## src/hw/rtl/pmfs_pkg.sv

```systemverilog
// Shared types, constants and lookups for the payment message field splitter.
package pmfs_pkg;

	localparam logic [5:0] TypeLength   = 6'd4;
	localparam logic [5:0] BitmapLength = 6'd12;
	localparam logic [5:0] NumElements  = 6'd12;
	localparam logic [7:0] PresentMark  = 8'h31;

	// Section codes as seen on the result channel.
	localparam logic [1:0] SEC_TYPE   = 2'd0;
	localparam logic [1:0] SEC_BITMAP = 2'd1;
	localparam logic [1:0] SEC_DATA   = 2'd2;
	localparam logic [1:0] SEC_TRAIL  = 2'd3;

	typedef struct packed {
		logic [1:0] section;
		logic [3:0] element_number;
		logic [7:0] char_out;
		logic [4:0] offset_in_field;
		logic       end_of_field;
		logic       truncated;
	} result_t;

	// Fixed length of data element 1..12.
	function automatic logic [4:0] elem_len(input logic [3:0] el);
		logic [4:0] len;
		unique case (el)
			4'd1:    len = 5'd8;
			4'd2:    len = 5'd19;
			4'd3:    len = 5'd6;
			4'd4:    len = 5'd16;
			4'd5:    len = 5'd16;
			4'd6:    len = 5'd16;
			4'd7:    len = 5'd10;
			4'd8:    len = 5'd12;
			4'd9:    len = 5'd8;
			4'd10:   len = 5'd8;
			4'd11:   len = 5'd12;
			4'd12:   len = 5'd14;
			default: len = 5'd0;
		endcase
		return len;
	endfunction

	// Lowest present element with a number above 'after'; zero when none.
	function automatic logic [3:0] next_present(input logic [11:0] bits,
		input logic [3:0] after);
		logic [3:0] nxt;
		nxt = 4'd0;
		for (int k = 11; k >= 0; k--) begin
			if (bits[k] && (4'(k) >= after)) begin
				nxt = 4'(k + 1);
			end
		end
		return nxt;
	endfunction

endpackage

```

## src/hw/rtl/payment_message_field_splitter_core.sv

```systemverilog
// Top level of the payment message field splitter: tags each message character.
//
// Usage:
//   Characters enter on the char channel (char_in, last_char, char_valid,
//   char_stall), one per transaction. Every input transaction yields exactly
//   one result transaction on the result channel (section, element_number,
//   char_out, offset_in_field, end_of_field, truncated, result_valid,
//   result_stall).
//   The parser walks through the message type (4 characters), the presence
//   bitmap (12 characters, '1' marks an element present), the present data
//   elements at their fixed lengths, and then trailing characters.
//   A character with last_char set ends the message; truncated reports a
//   message that stopped inside a required field, and the parser returns to
//   the message type phase for the next character.
//   A result is registered in the result register, or in the skid register
//   when the result register is held. Throughput: one character per cycle
//   while char_stall is low, set by the combinational tagging logic between
//   the parser state registers and the output stage. Stalls: a two-entry
//   output stage (result register plus skid register) absorbs one extra
//   transaction; char_stall rises only when the skid register is occupied, so char_stall is a registered signal.
//   Reset (arst_n low): parser state returns to the message type phase, the
//   presence bitmap clears and both output entries are emptied.
module payment_message_field_splitter_core (
	input  logic       clk,
	input  logic       arst_n,
	input  logic [7:0] char_in,
	input  logic       last_char,
	input  logic       char_valid,
	output logic       char_stall,
	output logic [1:0] section,
	output logic [3:0] element_number,
	output logic [7:0] char_out,
	output logic [4:0] offset_in_field,
	output logic       end_of_field,
	output logic       truncated,
	output logic       result_valid,
	input  logic       result_stall
);

	typedef enum logic [1:0] {
		PH_TYPE,
		PH_BITMAP,
		PH_DATA,
		PH_TRAIL
	} phase_t;

	// Parser state
	phase_t      phase_q;
	logic [4:0]  pos_q;
	logic [11:0] pres_q;
	logic [3:0]  elem_q;

	// Next-state values and the result for the character on the input
	phase_t      phase_d;
	logic [4:0]  pos_d;
	logic [11:0] pres_d;
	logic [3:0]  elem_d;
	pmfs_pkg::result_t res_d;

	// Output stage
	pmfs_pkg::result_t out_q;
	pmfs_pkg::result_t skid_q;
	logic              out_valid_q;
	logic              skid_valid_q;

	logic accept;
	logic drain;

	assign char_stall = skid_valid_q;
	assign accept     = char_valid && !skid_valid_q;
	assign drain      = out_valid_q && !result_stall;

	// Tag the incoming character and work out the parser's next state.
	always_comb begin
		logic [5:0]  pos_inc;
		logic [11:0] pres_set;
		logic [3:0]  nxt;
		pos_inc  = {1'b0, pos_q} + 6'd1;
		pres_set = pres_q;
		nxt      = 4'd0;

		phase_d = phase_q;
		pos_d   = pos_q;
		pres_d  = pres_q;
		elem_d  = elem_q;

		res_d.section         = pmfs_pkg::SEC_TRAIL;
		res_d.element_number  = 4'd0;
		res_d.char_out        = char_in;
		res_d.offset_in_field = 5'd0;
		res_d.end_of_field    = 1'b0;
		res_d.truncated       = 1'b0;

		unique case (phase_q)
			PH_TYPE: begin
				res_d.section         = pmfs_pkg::SEC_TYPE;
				res_d.offset_in_field = pos_q;
				if (pos_inc >= pmfs_pkg::TypeLength) begin
					res_d.end_of_field = 1'b1;
					phase_d            = PH_BITMAP;
					pos_d              = 5'd0;
				end else begin
					pos_d = pos_inc[4:0];
				end
			end
			PH_BITMAP: begin
				res_d.section         = pmfs_pkg::SEC_BITMAP;
				res_d.offset_in_field = pos_q;
				// Only the first twelve bitmap characters count as marks.
				if (({1'b0, pos_q} < pmfs_pkg::NumElements)
					&& (char_in == pmfs_pkg::PresentMark)) begin
					pres_set = pres_q | (12'd1 << pos_q[3:0]);
				end
				pres_d = pres_set;
				if (pos_inc >= pmfs_pkg::BitmapLength) begin
					res_d.end_of_field = 1'b1;
					nxt                = pmfs_pkg::next_present(pres_set, 4'd0);
					pos_d              = 5'd0;
					elem_d             = nxt;
					phase_d            = (nxt != 4'd0) ? PH_DATA : PH_TRAIL;
				end else begin
					pos_d = pos_inc[4:0];
				end
			end
			PH_DATA: begin
				if ((elem_q >= 4'd1) && ({2'b00, elem_q} <= pmfs_pkg::NumElements)) begin
					res_d.section         = pmfs_pkg::SEC_DATA;
					res_d.element_number  = elem_q;
					res_d.offset_in_field = pos_q;
					if (pos_inc >= {1'b0, pmfs_pkg::elem_len(elem_q)}) begin
						res_d.end_of_field = 1'b1;
						nxt                = pmfs_pkg::next_present(pres_q, elem_q);
						pos_d              = 5'd0;
						elem_d             = nxt;
						phase_d            = (nxt != 4'd0) ? PH_DATA : PH_TRAIL;
					end else begin
						pos_d = pos_inc[4:0];
					end
				end else begin
					// Out-of-range element number: fall into the trailing part.
					phase_d = PH_TRAIL;
					pos_d   = 5'd0;
					elem_d  = 4'd0;
				end
			end
			PH_TRAIL: begin
				// Trailing characters leave the state alone.
			end
			default: begin
				phase_d = PH_TRAIL;
			end
		endcase

		// End of message: flag an unfinished field and drop back to reset state.
		if (last_char) begin
			res_d.truncated = (phase_d != PH_TRAIL);
			phase_d         = PH_TYPE;
			pos_d           = 5'd0;
			pres_d          = 12'd0;
			elem_d          = 4'd0;
		end
	end

	// Parser state and output entry valid flags.
	always_ff @(posedge clk or negedge arst_n) begin
		if (!arst_n) begin
			phase_q      <= PH_TYPE;
			pos_q        <= 5'd0;
			pres_q       <= 12'd0;
			elem_q       <= 4'd0;
			out_valid_q  <= 1'b0;
			skid_valid_q <= 1'b0;
		end else begin
			if (accept) begin
				phase_q <= phase_d;
				pos_q   <= pos_d;
				pres_q  <= pres_d;
				elem_q  <= elem_d;
			end
			if (skid_valid_q) begin
				// Move the held transaction forward once the receiver takes one.
				if (drain) begin
					skid_valid_q <= 1'b0;
				end
			end else if (accept) begin
				if (out_valid_q && !drain) begin
					skid_valid_q <= 1'b1;
				end else begin
					out_valid_q <= 1'b1;
				end
			end else if (drain) begin
				out_valid_q <= 1'b0;
			end
		end
	end

	// Result payload: no reset needed.
	always_ff @(posedge clk) begin
		if (skid_valid_q) begin
			if (drain) begin
				out_q <= skid_q;
			end
		end else if (accept) begin
			if (out_valid_q && !drain) begin
				skid_q <= res_d;
			end else begin
				out_q <= res_d;
			end
		end
	end

	assign result_valid    = out_valid_q;
	assign section         = out_q.section;
	assign element_number  = out_q.element_number;
	assign char_out        = out_q.char_out;
	assign offset_in_field = out_q.offset_in_field;
	assign end_of_field    = out_q.end_of_field;
	assign truncated       = out_q.truncated;

endmodule

```

## config.mk

```make
export PLATFORM = sky130hd
export DESIGN_NAME = payment_message_field_splitter_core
export DESIGN_NICKNAME = d
export VERILOG_FILES = /design/src/hw/rtl/pmfs_pkg.sv /design/src/hw/rtl/payment_message_field_splitter_core.sv
export SDC_FILE = /design/constraint.sdc
export NUM_CORES = 1
export LEC_CHECK = 0
export ABC_AREA = 1
export BUFFER_PORTS_ARGS = -buffer_cell sky130_fd_sc_hd__buf_4
export CAP_MARGIN = 5
export CORE_MARGIN = 2
export CORE_UTILIZATION = 55
export DETAILED_ROUTE_END_ITERATION = 8
export PLACE_DENSITY = 0.75
export SLEW_MARGIN = 5
export SYNTH_ARGS = -nofsm -noshare
export SYNTH_HDL_FRONTEND = slang
export SYNTH_SLANG_ARGS = --single-unit
```

## constraint.sdc

```tcl
create_clock -name clk -period 4.6 [get_ports clk]
set_input_delay 0.46 -clock clk [delete_from_list [all_inputs] [get_ports clk]]
set_output_delay 0.46 -clock clk [all_outputs]
set_load 0.02 [all_outputs]
```

# Word level (Yosys, flattened, before mapping)
# Memory sizes are Yosys's and may differ from the RTL's.
# Cells that the tools add are included.
# word_totals
mem_bits_ro,80
in_bits,13
reg_bits,67
n_memories,1
output_inout_bits,23
word_cells,158
# classes
n_reduce_logical,34
n_lt_le_gt_ge,18
eq_ne,9
bitwise,2
n_mux,74
shifts,1
addsub,1
# mem_list
name,depth,width,read_ports,rd_clocked_by_memory_dff,wr,line,source
(name not given),16,5,1,0,0,pmfs_pkg.sv:27,unique case (el)
# op_table
op,n
4-bit two-way mux,34
21-bit two-way mux,4
12-bit two-way mux,4
5-bit two-way mux,8
6-bit one-hot mux with 3 select lines,1
1-bit logical AND,17
3-bit by 4-bit greater-or-equal comparator with 1-bit output (first input constant),4
4-bit greater-or-equal comparator (first input constant),4
5-bit one-hot mux with 3 select lines,1
1-bit two-way mux,13
12-bit bitwise OR,1
2-bit one-hot mux with 3 select lines,2
4-bit nonzero test,3
1-bit by 4-bit left shift with 12-bit output (first input constant),1
2-bit two-way mux,5
3-bit AND reduction,3
8-bit by 6-bit equality test with 1-bit output (second input constant),1
1-bit by 4-bit greater-or-equal comparator with 1-bit output (first input constant),2
2-bit by 4-bit greater-or-equal comparator with 1-bit output (first input constant),2
4-bit one-hot mux with 2 select lines,1
5-bit by 1-bit adder with 6-bit output (second input constant),1
6-bit by 3-bit greater-or-equal comparator with 1-bit output (second input constant),1
6-bit by 4-bit greater-or-equal comparator with 1-bit output (second input constant),1
6-bit by 5-bit greater-or-equal comparator with 1-bit output,1
other kinds (17),24

# Logic depth before layout (Yosys ltp)
# Gate-level depths: netlist of the first run.
# logic_depth
ltp_word,27
ltp_mapped,24
ltp_nobuf,24

# Worst setup path before layout of the first run
# OpenSTA, ideal clock, no wires.
# synth_timing
kind,register to register
start,"register skid_valid_q, in the netlist char_stall"
end,register out_q (netlist bit char_out[0]) (enable)
period_less_slack_ns,2.575
path_stages_with_launch,7
setup_slack_ns,2.025
setup_ns,0.406
path_buffers,1
arrival_ns,2.169
cell_sequence,dfrtp_1 -> buf_2 -> clkinv_1 -> nand2_1 -> inv_1 -> a21oi_1 -> a21oi_1
# synth_between
elab_chain_len,4
# synth_rtl
element,line,source
"start, declared",payment_message_field_splitter_core.sv:64,logic skid_valid_q;
"start signal, assigned",payment_message_field_splitter_core.sv:172,skid_valid_q <= 1'b0;
"start signal, assigned",payment_message_field_splitter_core.sv:183,skid_valid_q <= 1'b0;
"start signal, assigned",payment_message_field_splitter_core.sv:187,skid_valid_q <= 1'b1;
1-bit logical NOT,payment_message_field_splitter_core.sv:70,assign accept = char_valid && !skid_valid_q;
1-bit logical AND,payment_message_field_splitter_core.sv:70,
2-bit nonzero test (no line),--,
3-bit AND reduction (no line) (*),--,
"end signal, assigned",payment_message_field_splitter_core.sv:201,out_q <= skid_q;
"end signal, assigned",payment_message_field_splitter_core.sv:207,out_q <= res_d;
"end, declared",payment_message_field_splitter_core.sv:61,pmfs_pkg::result_t out_q;
# Every way passes the cells marked *; elsewhere a longest branch is shown, timed or not.
# A chain may end at the register's enable or synchronous reset.

# Worst setup path after layout of the first run
# layout_timing
start,register pos_q[2]
end,register out_q (netlist bit truncated) (data pin)
# layout_between
elab_chain_len,27
# layout_rtl
element,line,source
"start, declared",payment_message_field_splitter_core.sv:49,logic [4:0] pos_q;
"start signal, assigned",payment_message_field_splitter_core.sv:176,pos_q <= pos_d;
5-bit by 4-bit less-than comparator with 1-bit output or 1-bit by 4-bit left shift with 12-bit output (tied branches),"payment_message_field_splitter_core.sv:110, payment_message_field_splitter_core.sv:112",
1-bit logical AND or 12-bit bitwise OR (tied branches),"payment_message_field_splitter_core.sv:111, payment_message_field_splitter_core.sv:112",
12-bit two-way mux,payment_message_field_splitter_core.sv:110,"if (({1'b0, pos_q} < pmfs_pkg::NumElements)"
12-bit two-way mux,payment_message_field_splitter_core.sv:94,unique case (phase_q)
4-bit two-way mux (12 in series),pmfs_pkg.sv:51,if (bits[k] && (4'(k) >= after)) begin
4-bit two-way mux,payment_message_field_splitter_core.sv:115,if (pos_inc >= pmfs_pkg::BitmapLength) begin
4-bit two-way mux,payment_message_field_splitter_core.sv:94,
4-bit nonzero test,payment_message_field_splitter_core.sv:120,phase_d = (nxt != 4'd0) ? PH_DATA : PH_TRAIL;
1-bit two-way mux,payment_message_field_splitter_core.sv:120,
2-bit two-way mux,payment_message_field_splitter_core.sv:115,
2-bit one-hot mux with 3 select lines (*),payment_message_field_splitter_core.sv:94,
2-bit inequality test (*),payment_message_field_splitter_core.sv:156,res_d.truncated = (phase_d != PH_TRAIL);
1-bit two-way mux (*),payment_message_field_splitter_core.sv:155,if (last_char) begin
21-bit two-way mux (*),payment_message_field_splitter_core.sv:204,if (out_valid_q && !drain) begin
21-bit two-way mux (*),payment_message_field_splitter_core.sv:203,end else if (accept) begin
21-bit two-way mux (*),payment_message_field_splitter_core.sv:199,if (skid_valid_q) begin
# Every way passes the cells marked *; elsewhere a longest branch is shown, timed or not. The select of a mux whose other input is x is not followed.

==> results of run 1 <==
==> metrics by stage <==
step                      power, mW  worst slack, ns  cell area (um^2)  cells
after floorplan                1.43             2.03              3960    475
after global placement         1.70             1.75              4310    600
after detailed placement       1.72             1.66              4310    600
after CTS                      2.19             1.64              4500    616
after global routing           2.32             1.40              4500    616
final                          2.18             1.59              4500    616
==> final cells by class <==
| type | count | area, um^2 |
|---|---|---|
| sequential | 67 | 1890 |
| multi-input combinational | 331 | 1760 |
| inverter | 68 | 260 |
| fill | 606 | 2370 |
| clock inverter | 6 | 48.8 |
| tap | 96 | 120 |
| clock buffer | 10 | 138 |
| timing repair buffer | 38 | 285 |
==> per-layer routing <==
metal | part of all wire (%) | track usage [%] | wire, um
met2 | 47 | 43.1 | 4360
met3 | 4.6 | 5.22 | 422
met1 | 45 | 31.7 | 4110
met4 | 3.6 | 11.6 | 330
met5 | 0 | 0 | 0
==> power by group <==
part | switching, mW | internal, mW
sequential | 0.0601 | 0.823
combinational | 0.555 | 0.278
clock | 0.250 | 0.215
==> cell families (layout without fill, tap and decap cells) <==
group	count (synthesis)	after routing
AO/OA/AOI/OAI	77	77
adder cells (fa/ha/maj)	21	21
AND/OR/NAND/NOR	232	232
flip-flops	67	67
buffers and inverters	77	122
XOR/XNOR	1	1
==> state kept, by name (all words and copies together), names as in the netlist <==
register	flops
char_out	8
char_stall	1
elem_q	4
element_number	4
end_of_field	1
offset_in_field	5
phase_q	2
pos_q	5
pres_q	12
result_valid	1
section	2
skid_q	21
truncated	1
==> synth_stat cells (all sizes together) (2+ instances only) <==
cell,n,area share [%]
nand2,146,14
inv,67,6.5
nor2,44,4.7
edfxtp,42,32
nand3,28,3.7
o21ai,26,3.6
dfrtp,25,16
a21oi,24,3.4
ha,21,6.6
nor3,10,1.4
o211ai,6,1.1
clkbuf,5,0.47
o21bai,5,0.95
buf,4,0.98
a22oi,3,0.70
a31oi,3,0.47
o22ai,3,0.47
o32ai,3,0.66
nand3b,2,0.38
==> worst reg2reg max path: cells and delay by family, from the launching register on <==
kind	cells	cell delay, ns
adder cells (fa/ha/maj)	2	0.65
AO/OA/AOI/OAI	2	0.16
flip-flops	1	0.65
buffers and inverters	2	0.19
AND/OR/NAND/NOR	13	1.12
==> worst min-delay path by stage <==
| stage | cells after the start | from | end |
|---|---|---|---|
| after detailed placement | 1 | arst_n | elem_q[0] |
| after global placement | 1 | arst_n | elem_q[1] |
| final | 1 | arst_n | elem_q[0] |
| after global routing | 1 | arst_n | elem_q[0] |
| after CTS | 1 | arst_n | elem_q[0] |
| after floorplan | 0 | arst_n | char_stall |
==> results.ini, run 1 <==
[setup_path]
timing.rr.end = truncated
crit_top_cell = nand2_1
critPathRequiredTime_ns = 4.71
crit_start = pos_q[2]
crit_slowest_cell = dfrtp_1
cp_cell_sequence = inv_4 > ha_1 > inv_1 > ha_1 > nand2_1 > nor3_1 > o21ai_1 > nand3b_1 > nand3_1 > nor2_1 > nand2_1 > nand2_1 > a21oi_1 > nand2_1 > nand2_1 > nand2_2 > nand2_1 > nand3_1 > nand2_1
critPathKind = reg2reg
crit_fanout = 12
crit_path_end_kind = flop
endpoint = truncated
start_kind = flop
critical_path.max_stage_delay_ns = 0.65
r2r_start = pos_q[2]
r2r_slack_ns = 1.59
cp_num_buf_inv = 2
worstPathArrival_ns = 3.11
worstSetupPathDepth = 19
cpLargestDelayFamily = simple AND/OR/NAND/NOR gates
r2r_cells = 19

[sta]
min_period_ns = 3.01
finalSetupViolations = 0
worst_hold_slack_ns = -0.00142
finalSetupTns_ns = 0
timing.final.crit_share_pct = 65.3
finClkSkew_ns = 0.0152
max_slew.worst_pin.slew_ns = 1.16
slew_viol_final = 0
slew_headroom_pct = 22.8
fmax_mhz = 333
final_hold_viol_count = 1
rsz0062_at_grt = no

[floorplan]
ios = 36
die_area_mm2 = 0.00789
start_util_pct = 57.6
die_y_um = 88.8
core_area_mm2 = 0.00687
die-width_um = 88.8
rows = 30

[layout]
syn_to_final_growth_pct = 13.7
layout_commonest_cell = nand2_1
diodes = 0
mostFrequentLayoutCells = nand2_1, inv_1, edfxtp_1, buf_4, nor2_1
fin_nets = 549
drive_gt1_share_pct = 16.3
final_util_pct = 65.5

[run_status]
violations = negative hold slack
outcome = finished, violations left

[global_route]
grt_usage_pct = 25.6
grt_pass1_vias = 3282
grt_max_degree = 28
antenna_found_initial = 0
grt_overflow = 0
grt_first_pass_wirelength_um = 15200

[yosys]
syn_nets = 509
avgSynthCellArea_um2 = 8.33
ys_seq_area_share_pct = 47.7
ys_ff_latch = 67
synth_top_family_by_area = simple AND/OR/NAND/NOR gates
synth_mux_area_share_pct = 0
synth_ff_type = edfxtp_1
ys.warnings.count = 0
async_reset_ff_share_pct = 37.3
synth-simple-area-share_pct = 24.9
synth_cell_types = 41
netlist_instances = 475
synth.cell_area_mm2 = 0.00396
synth_compound_area_share_pct = 12.6
synthXorXnorAreaFrac_pct = 0.221
synth_adder_area_share_pct = 6.64
synth_edf_count = 42

[route]
viasPerCell = 5.42
drt_first_pass_iters = 5
ant_nets = 0
num_vias = 3336
routed_wl_um = 9220
drc = 0
drtIter0Drc = 183
wire_per_inst_um = 15.0

[clocking]
cts_tree = yes
ctsRootBufferMaster = clkbuf_8
cts_buffer_depth = 2
clkTransAtPathRegs_ns = 0.09
cts.sinks = 67
post_cts_buffers = 0
cts_max_level = 3
clock_latency_ns = 0.36
cts_inserted_buffers = 9
ctsHoldBuffers = 0
cts_resized = 0

[run]
drv_cap = 0

[power_and_ir_drop]
power_density_mw_per_mm2 = 485
power.leakage_nw = 2.06
ir_worst_vdd_mv = 0.172

[placement]
port_buffers = 35
hpwl_um = 6840
place_congestion = 0.956

[worst_hold_path]
hp-class = in2async

(Power assumes the default switching activity.)
==> run 2, diff against run 1 <==
--- a/config.mk
+++ b/config.mk
@@ -5,13 +5,13 @@
 export SDC_FILE = /design/constraint.sdc
 export NUM_CORES = 1
 export LEC_CHECK = 0
-export ABC_AREA = 1
+export ABC_AREA = 0
 export BUFFER_PORTS_ARGS = -buffer_cell sky130_fd_sc_hd__buf_4
 export CAP_MARGIN = 5
 export CORE_MARGIN = 2
 export CORE_UTILIZATION = 55
 export DETAILED_ROUTE_END_ITERATION = 8
-export PLACE_DENSITY = 0.75
+export PLACE_DENSITY = 0.74
 export SLEW_MARGIN = 5
 export SYNTH_ARGS = -nofsm -noshare
 export SYNTH_HDL_FRONTEND = slang
==> constraint.sdc (replaced) <==
create_clock -name clk -period 2.84 [get_ports clk]
set_input_delay 0.284 -clock clk [delete_from_list [all_inputs] [get_ports clk]]
set_output_delay 0.284 -clock clk [all_outputs]
set_load 0.02 [all_outputs]
==> results.ini, run 2 <==
[power_and_ir_drop]
p_comb_share_pct = 42.2  ; was 38.2%
p_seq_share_pct = 36.7  ; was 40.5%
p_sw_share_pct = 37.4  ; was 39.7%
ir_worst_vdd_mv = 0.324  ; was 0.172 mV
p_int_mw = 2.40  ; was 1.32 mW
p_clk_share_pct = 21.1  ; was 21.3%
power_switching_mw = 1.43  ; was 0.865 mW
power_density_mw_per_mm2 = 765  ; was 485 mW/mm^2
power.leakage_nw = 2.04  ; was 2.06 nW

[clocking]
clock_latency_ns = 0.35  ; was 0.36 ns
clkTransAtPathRegs_ns = 0.08  ; was 0.09 ns
cts_max_level = 3  ; unchanged
cts.sinks = 67  ; unchanged
ctsRootBufferMaster = clkbuf_8  ; unchanged
cts_tree = yes  ; unchanged
cts_buffer_depth = 2  ; unchanged
cts_inserted_buffers = 9  ; unchanged

[route]
viasPerCell = 6.35  ; was 5.42
ant_nets = 0  ; unchanged
routed_wl_um = 10900  ; was 9220 um
num_vias = 3649  ; was 3,336
drtIter0Drc = 417  ; was 183
wire_per_inst_um = 18.9  ; was 15.0 um
drc = 0  ; unchanged
drt_first_pass_iters = 5  ; unchanged

[sta]
slew_viol_final = 0  ; unchanged
min_period_ns = 2.79  ; was 3.01 ns
max_slew.worst_pin.slew_ns = 0.606  ; was 1.16 ns
fmax_mhz = 358  ; was 333 MHz
finalSetupTns_ns = 0  ; unchanged
final_hold_viol_count = 0  ; was 1
timing.final.crit_share_pct = 98.4  ; was 65.3%
finClkSkew_ns = 0.0123  ; was 0.0152 ns
slew_headroom_pct = 59.1  ; was 22.8%
finalSetupViolations = 0  ; unchanged

[yosys]
avgSynthCellArea_um2 = 9.98  ; was 8.33 um^2
synth.cell_area_mm2 = 0.00410  ; was 0.00396 mm^2
synth_area_leaders = edfxtp_1, dfrtp_1, ha_1  ; was edfxtp_1, dfrtp_1, nand2_1
synth_commonest_cells = nor2_1, edfxtp_1, nand2_1  ; was nand2_1, inv_1, edfxtp_1
synth_edf_count = 42  ; unchanged
ys_ff_latch = 67  ; unchanged
netlist_instances = 411  ; was 475
synth_top_area_share_pct = 30.8  ; was 31.9%
async_reset_ff_share_pct = 37.3  ; unchanged
synth_cell_types = 69  ; was 41
yosysTopAreaCell = edfxtp_1  ; unchanged
ys.warnings.count = 0  ; unchanged
synth.most_common_cell = nor2_1  ; was nand2_1
ys_seq_area_share_pct = 46.0  ; was 47.7%
syn_nets = 445  ; was 509
synth_ff_type = edfxtp_1  ; unchanged

[setup_path]
r2r_cells = 9  ; was 19
start_kind = flop  ; unchanged
critical_path.max_stage_delay_ns = 0.48  ; was 0.65 ns
cp_num_buf_inv = 1  ; was 2
crit_path_end_kind = flop  ; unchanged
worstPathArrival_ns = 2.88  ; was 3.11 ns
critPathRequiredTime_ns = 2.92  ; was 4.71 ns
critPathKind = reg2reg  ; unchanged
worstSetupPathDepth = 9  ; was 19
crit_slowest_cell = a222oi_1  ; was dfrtp_1
cpLargestDelayFamily = compound AO/OA/AOI/OAI gates  ; was simple AND/OR/NAND/NOR gates
cp_cell_sequence = buf_4 > ha_1 > nand2b_1 > a222oi_1 > o2111ai_2 > o311ai_2 > a31oi_4 > o2111ai_2 > o311ai_2  ; was inv_4 > ha_1 > inv_1 > ha_1 > nand2_1 > nor3_1 > o21ai_1 > nand3b_1 > nand3_1 > nor2_1 > nand2_1 > nand2_1 > a21oi_1 > nand2_1 > nand2_1 > nand2_2 > nand2_1 > nand3_1 > nand2_1
crit_fanout = 7  ; was 12

[layout]
diodes = 0  ; unchanged
layout_commonest_cell = buf_4  ; was nand2_1
largest_reg_flops = 21  ; unchanged
fillers = 531  ; was 606
largest_register = skid_q  ; unchanged
mostFrequentLayoutCells = buf_4, nor2_1, edfxtp_1, nand2_1, dfrtp_1  ; was nand2_1, inv_1, edfxtp_1, buf_4, nor2_1
fin_nets = 505  ; was 549
syn_to_final_growth_pct = 22.1  ; was 13.7%
drive_gt1_share_pct = 29.2  ; was 16.3%
final_util_pct = 69.1  ; was 65.5%

[placement]
port_buffers = 35  ; unchanged
place_congestion = 1.01  ; was 0.956
hpwl_um = 7800  ; was 6840 um

[run]
drv_cap = 0  ; unchanged

[floorplan]
die-width_um = 90.4  ; was 88.8 um
die_y_um = 90.4  ; was 88.8 um
start_util_pct = 56.5  ; was 57.6%
rows = 31  ; was 30
ios = 36  ; unchanged
die_area_mm2 = 0.00816  ; was 0.00789 mm^2
core_area_mm2 = 0.00725  ; was 0.00687 mm^2

[global_route]
antenna_found_initial = 0  ; unchanged
grt_usage_pct = 26.7  ; was 25.6%
grt_overflow = 0  ; unchanged
grt_first_pass_wirelength_um = 17300  ; was 15,200 um
grt_max_degree = 26  ; was 28
grt_pass1_vias = 3427  ; was 3,282

[worst_hold_path]
hp-class = in2reg  ; was in2async
whs_path_depth = 1

[run_status]
outcome = completed  ; was finished, violations left

## run 2: changes by cell type after synthesis, sizes merged, moves of 6 or more
cell	before	now
nand2	146	29
inv	67	17
nand3	28	6
mux2	0	17
clkbuf	5	16
o31ai	1	12
a31oi	3	12
nand2b	0	9
nor3	10	19
a41oi	1	7
and3	0	6
nor2b	0	6
o21ai	26	20
## run 2: cell type report
class                      instances  area, um^2  share of cell area (%)
clock buffer                      10         138                    2.75
inverter                          17        63.8                    1.27
multi-input combinational        303        2180                    43.5
clock inverter                     6        65.1                    1.30
timing repair buffer              73         551                    11.0
sequential                        67        1890                    37.7
tap                               99         124                    2.47
## run 2: timing repair
action	CTS	global route
pin swaps	2	11
hold buffers	1	0
setup buffers	1	3
gates resized for setup	3	28
hold endpoints to repair	25	0
setup endpoints to repair	2	10
## run 2: logic make-up after synthesis
family / after synthesis / share of synthesized area [%]
AO/OA/AOI/OAI: 114 / 19.3
multiplexers: 19 / 5.16
XOR/XNOR: 1 / 0.214
adder cells (fa/ha/maj): 21 / 6.41
flip-flops: 67 / 46.0
buffers and inverters: 41 / 4.09
AND/OR/NAND/NOR: 148 / 18.8
## run 2: metrics by stage
| step | cells | worst slack (ns) | area, um^2 | hold slack (ns) | total power [mW] |
|---|---|---|---|---|---|
| global placement | 554 | 0.106 | 4640 | 0.216 | 2.86 |
| floorplan | 411 | 0.0759 | 4100 | -0.0116 | 2.32 |
| finish | 575 | 0.0464 | 5010 | 0.131 | 3.83 |
| detailed placement | 554 | -0.0711 | 4640 | 0.220 | 2.90 |
| global route | 575 | -0.0348 | 5010 | 0.124 | 4.01 |
| CTS | 572 | 0.0279 | 4870 | 0.127 | 3.72 |
## run 2: final timing paths
path / from / end / slack (ns)
max: elem_q[1] / truncated / 0.05
min: char_in[5] / skid_q[12] / 0.13
max reg2reg: elem_q[1] / truncated / 0.05
min reg2reg: skid_q[15] / element_number[0] / 0.54
max in group asynchronous: arst_n / elem_q[1] / 2.15
min in group asynchronous: arst_n / char_stall / 0.40
## run 2: routing by layer
metal	part of all wire [%]	track usage, %	up-vias
met1	42	35.7	1759
met5	0	0	-
met3	8.0	5.01	26
met4	2.2	9.23	0
li1	-	-	1684
met2	48	43.9	180
## run 2: power by group through the flow
stage / Combinational, mW / Clock, mW / Sequential (mW)
finish: 1.62 / 0.809 / 1.41
global route: 1.73 / 0.854 / 1.43
CTS: 1.49 / 0.817 / 1.41
detailed placement: 1.48 / 0 / 1.43
global placement: 1.44 / 0 / 1.42
floorplan: 0.709 / 0 / 1.61
==> run 3, diff against run 2 <==
--- a/config.mk
+++ b/config.mk
@@ -8,6 +8,7 @@
 export ABC_AREA = 0
 export BUFFER_PORTS_ARGS = -buffer_cell sky130_fd_sc_hd__buf_4
 export CAP_MARGIN = 5
+export CORE_ASPECT_RATIO = 1.5
 export CORE_MARGIN = 2
 export CORE_UTILIZATION = 55
 export DETAILED_ROUTE_END_ITERATION = 8
==> results.ini, run 3 (synthesized netlist as in run 2, its figures left out) <==
[clocking]
ctsRootBufferMaster = clkbuf_8  ; unchanged
clock_latency_ns = 0.35  ; about the same
cts_buffer_depth = 2  ; unchanged
cts.sinks = 67  ; unchanged
cts_inserted_buffers = 9  ; unchanged
clkTransAtPathRegs_ns = 0.08  ; about the same
cts_tree = yes  ; unchanged
cts_max_level = 3  ; unchanged

[setup_path]
crit_slowest_cell = dfrtp_1  ; was a222oi_1
worstPathArrival_ns = 2.93  ; was 2.88 ns
crit_path_end_kind = flop  ; unchanged
r2r_cells = 11  ; was 9
worstSetupPathDepth = 11  ; was 9
cpLargestDelayFamily = compound AO/OA/AOI/OAI gates  ; unchanged
r2r_slack_ns = 0.06  ; was 0.05 ns
r2r_start = pos_q[2]  ; was elem_q[1]
critPathRequiredTime_ns = 3.00  ; was 2.92 ns
timing.rr.end = truncated  ; unchanged
critPathKind = reg2reg  ; unchanged
cp_num_buf_inv = 1  ; unchanged
critical_path.max_stage_delay_ns = 0.46  ; was 0.48 ns
cp_cell_sequence = buf_4 > nand3_1 > xnor2_2 > ha_1 > nor2_1 > o21a_1 > o21ai_4 > or3_4 > a31oi_4 > o2111ai_2 > o311ai_2  ; was buf_4 > ha_1 > nand2b_1 > a222oi_1 > o2111ai_2 > o311ai_2 > a31oi_4 > o2111ai_2 > o311ai_2
start_kind = flop  ; unchanged
crit_fanout = 6  ; was 7

[route]
drtIter0Drc = 285  ; was 417
num_vias = 3616  ; was 3,649
ant_nets = 0  ; unchanged
drt_first_pass_iters = 5  ; unchanged
viasPerCell = 6.28  ; was 6.35
routed_wl_um = 11100  ; was 10,900 um
wire_per_inst_um = 19.2  ; was 18.9 um
drc = 0  ; unchanged

[layout]
mostFrequentLayoutCells = buf_4, nor2_1, edfxtp_1, nand2_1, dfrtp_1  ; unchanged
largest_register = skid_q  ; unchanged
drive_gt1_share_pct = 28.8  ; was 29.2%
fillers = 583  ; was 531
diodes = 0  ; unchanged
fin_nets = 505  ; unchanged
fin_area_mm2 = 0.00507  ; was 0.00501 mm^2
syn_to_final_growth_pct = 23.7  ; was 22.1%
layout_commonest_cell = buf_4  ; unchanged
largest_reg_flops = 21  ; unchanged

[global_route]
antenna_found_initial = 0  ; unchanged
grt_overflow = 0  ; unchanged
grtUsageMet2_pct = 48.2  ; was 43.9%
grt_pass1_vias = 3551  ; was 3,427
grt.busiest_layer = met2  ; unchanged
grt_first_pass_wirelength_um = 17200  ; was 17,300 um
grt_util_met3_pct = 5.22  ; was 5.01%
grt_max_degree = 26  ; unchanged
use_met1_pct = 32.8  ; was 35.7%
grt_usage_pct = 28.0  ; was 26.7%

[power_and_ir_drop]
p_comb_share_pct = 40.3  ; was 42.2%
p_sw_share_pct = 35.9  ; was 37.4%
ir_worst_vdd_mv = 0.470  ; was 0.324 mV
p_int_mw = 2.58  ; was 2.40 mW
power_density_mw_per_mm2 = 792  ; was 765 mW/mm^2
p_clk_share_pct = 24.2  ; was 21.1%
power_switching_mw = 1.44  ; was 1.43 mW
p_seq_share_pct = 35.4  ; was 36.7%
power.leakage_nw = 2.06  ; was 2.04 nW

[sta]
slew_headroom_pct = 55.1  ; was 59.1%
finalSetupViolations = 0  ; unchanged
max_slew.worst_pin.slew_ns = 0.667  ; was 0.606 ns
rsz0062_at_grt = yes
final_hold_viol_count = 0  ; unchanged
min_period_ns = 2.78  ; was 2.79 ns
slew_viol_final = 0  ; unchanged
timing.final.crit_share_pct = 97.8  ; was 98.4%
fmax_mhz = 360  ; was 358 MHz
finClkSkew_ns = 0.0142  ; was 0.0123 ns
worst_hold_slack_ns = 0.133  ; was 0.131 ns

[run_status]
outcome = completed  ; unchanged

[floorplan]
die_y_um = 110  ; was 90.4 um
start_util_pct = 56.8  ; was 56.5%
die-width_um = 74.5  ; was 90.4 um
rows = 38  ; was 31
core_area_mm2 = 0.00723  ; was 0.00725 mm^2
die_area_mm2 = 0.00818  ; was 0.00816 mm^2
ios = 36  ; unchanged

[worst_hold_path]
whs_path_depth = 1  ; unchanged
whs_endpoint = skid_q[10]  ; was skid_q[12]
hp-start = char_in[3]  ; was char_in[5]
hp-class = in2reg  ; unchanged

[placement]
hpwl_um = 8200  ; was 7800 um
port_buffers = 35  ; unchanged
dpl-instance-area_mm2 = 0.00466  ; was 0.00464 mm^2
place_congestion = 0.935  ; was 1.01

[run]
drv_cap = 0  ; unchanged

-- run 3: cell count changes in the layout (fill, tap and decap cells not counted), moves of 2 or more --
cell / before / now
nor4b_2: 1 / 3
bufinv_16: 1 / 3
clkinv_2: 2 / 0
o21ai_1: 6 / 8
nor4b_1: 2 / 0
-- run 3: worst reg2reg max path, stage by stage, from the launching register on --
cell and delay (ns):
dfrtp_1 0.46, buf_4 0.19, nand3_1 0.24, xnor2_2 0.22
ha_1 0.22, nor2_1 0.14, o21a_1 0.20, o21ai_4 0.10
or3_4 0.36, a31oi_4 0.22, o2111ai_2 0.14, o311ai_2 0.10
-- run 3: how the worst max path moves through the flow --
| stage | from | to | slack, ns |
|---|---|---|---|
| global route | pos_q[2] | truncated | -0.05 |
| CTS | pos_q[1] | truncated | 0.02 |
| detailed placement | elem_q[1] | truncated | -0.09 |
| finish | pos_q[2] | truncated | 0.06 |
| global placement | pos_q[1] | truncated | 0.10 |
| floorplan | elem_q[1] | elem_q[3] | 0.08 |
-- run 3: power groups by stage --
stage          clock, mW  sequential [mW]  combinational [mW]
2_1_floorplan          0             1.61               0.709
3_3_place_gp           0             1.43                1.47
3_5_place_dp           0             1.44                1.50
4_1_cts            0.991             1.42                1.52
5_1_grt             1.02             1.45                1.75
6_report           0.973             1.42                1.62
-- run 3: cell type report --
type | count | area [um^2] | area share (%)
multi-input combinational | 303 | 2180 | 43.0
sequential | 67 | 1890 | 37.2
timing repair buffer | 73 | 563 | 11.1
tap | 100 | 125 | 2.47
clock buffer | 9 | 124 | 2.44
clock inverter | 7 | 124 | 2.44
inverter | 17 | 63.8 | 1.26
-- run 3: layer usage --
metal,part of all wire [%],wire length (um)
met1,40,4430
met2,51,5700
met4,4.6,510
met3,4.1,450
met5,0,0
-- run 3: timing repair --
action | in CTS | in global routing
setup buffers | 0 | 2
pin swaps | 1 | 8
hold endpoints to repair | 25 | 0
hold buffers | 1 | 0
gates resized for setup | 3 | 27
setup endpoints to repair | 4 | 8
cloned | 0 | 0
-- run 3: metrics by stage --
stage / cells / power, mW / TNS [ns] / util, % / worst slack, ns
2_1_floorplan: 411 / 2.32 / 0 / - / 0.0759
3_3_place_gp: 557 / 2.90 / 0 / 64.5 / 0.102
3_5_place_dp: 557 / 2.94 / -0.188 / 64.5 / -0.0861
4_1_cts: 574 / 3.94 / 0 / 68.2 / 0.0211
5_1_grt: 576 / 4.22 / -0.0602 / 70.2 / -0.0470
6_report: 576 / 4.02 / 0 / 70.2 / 0.0637
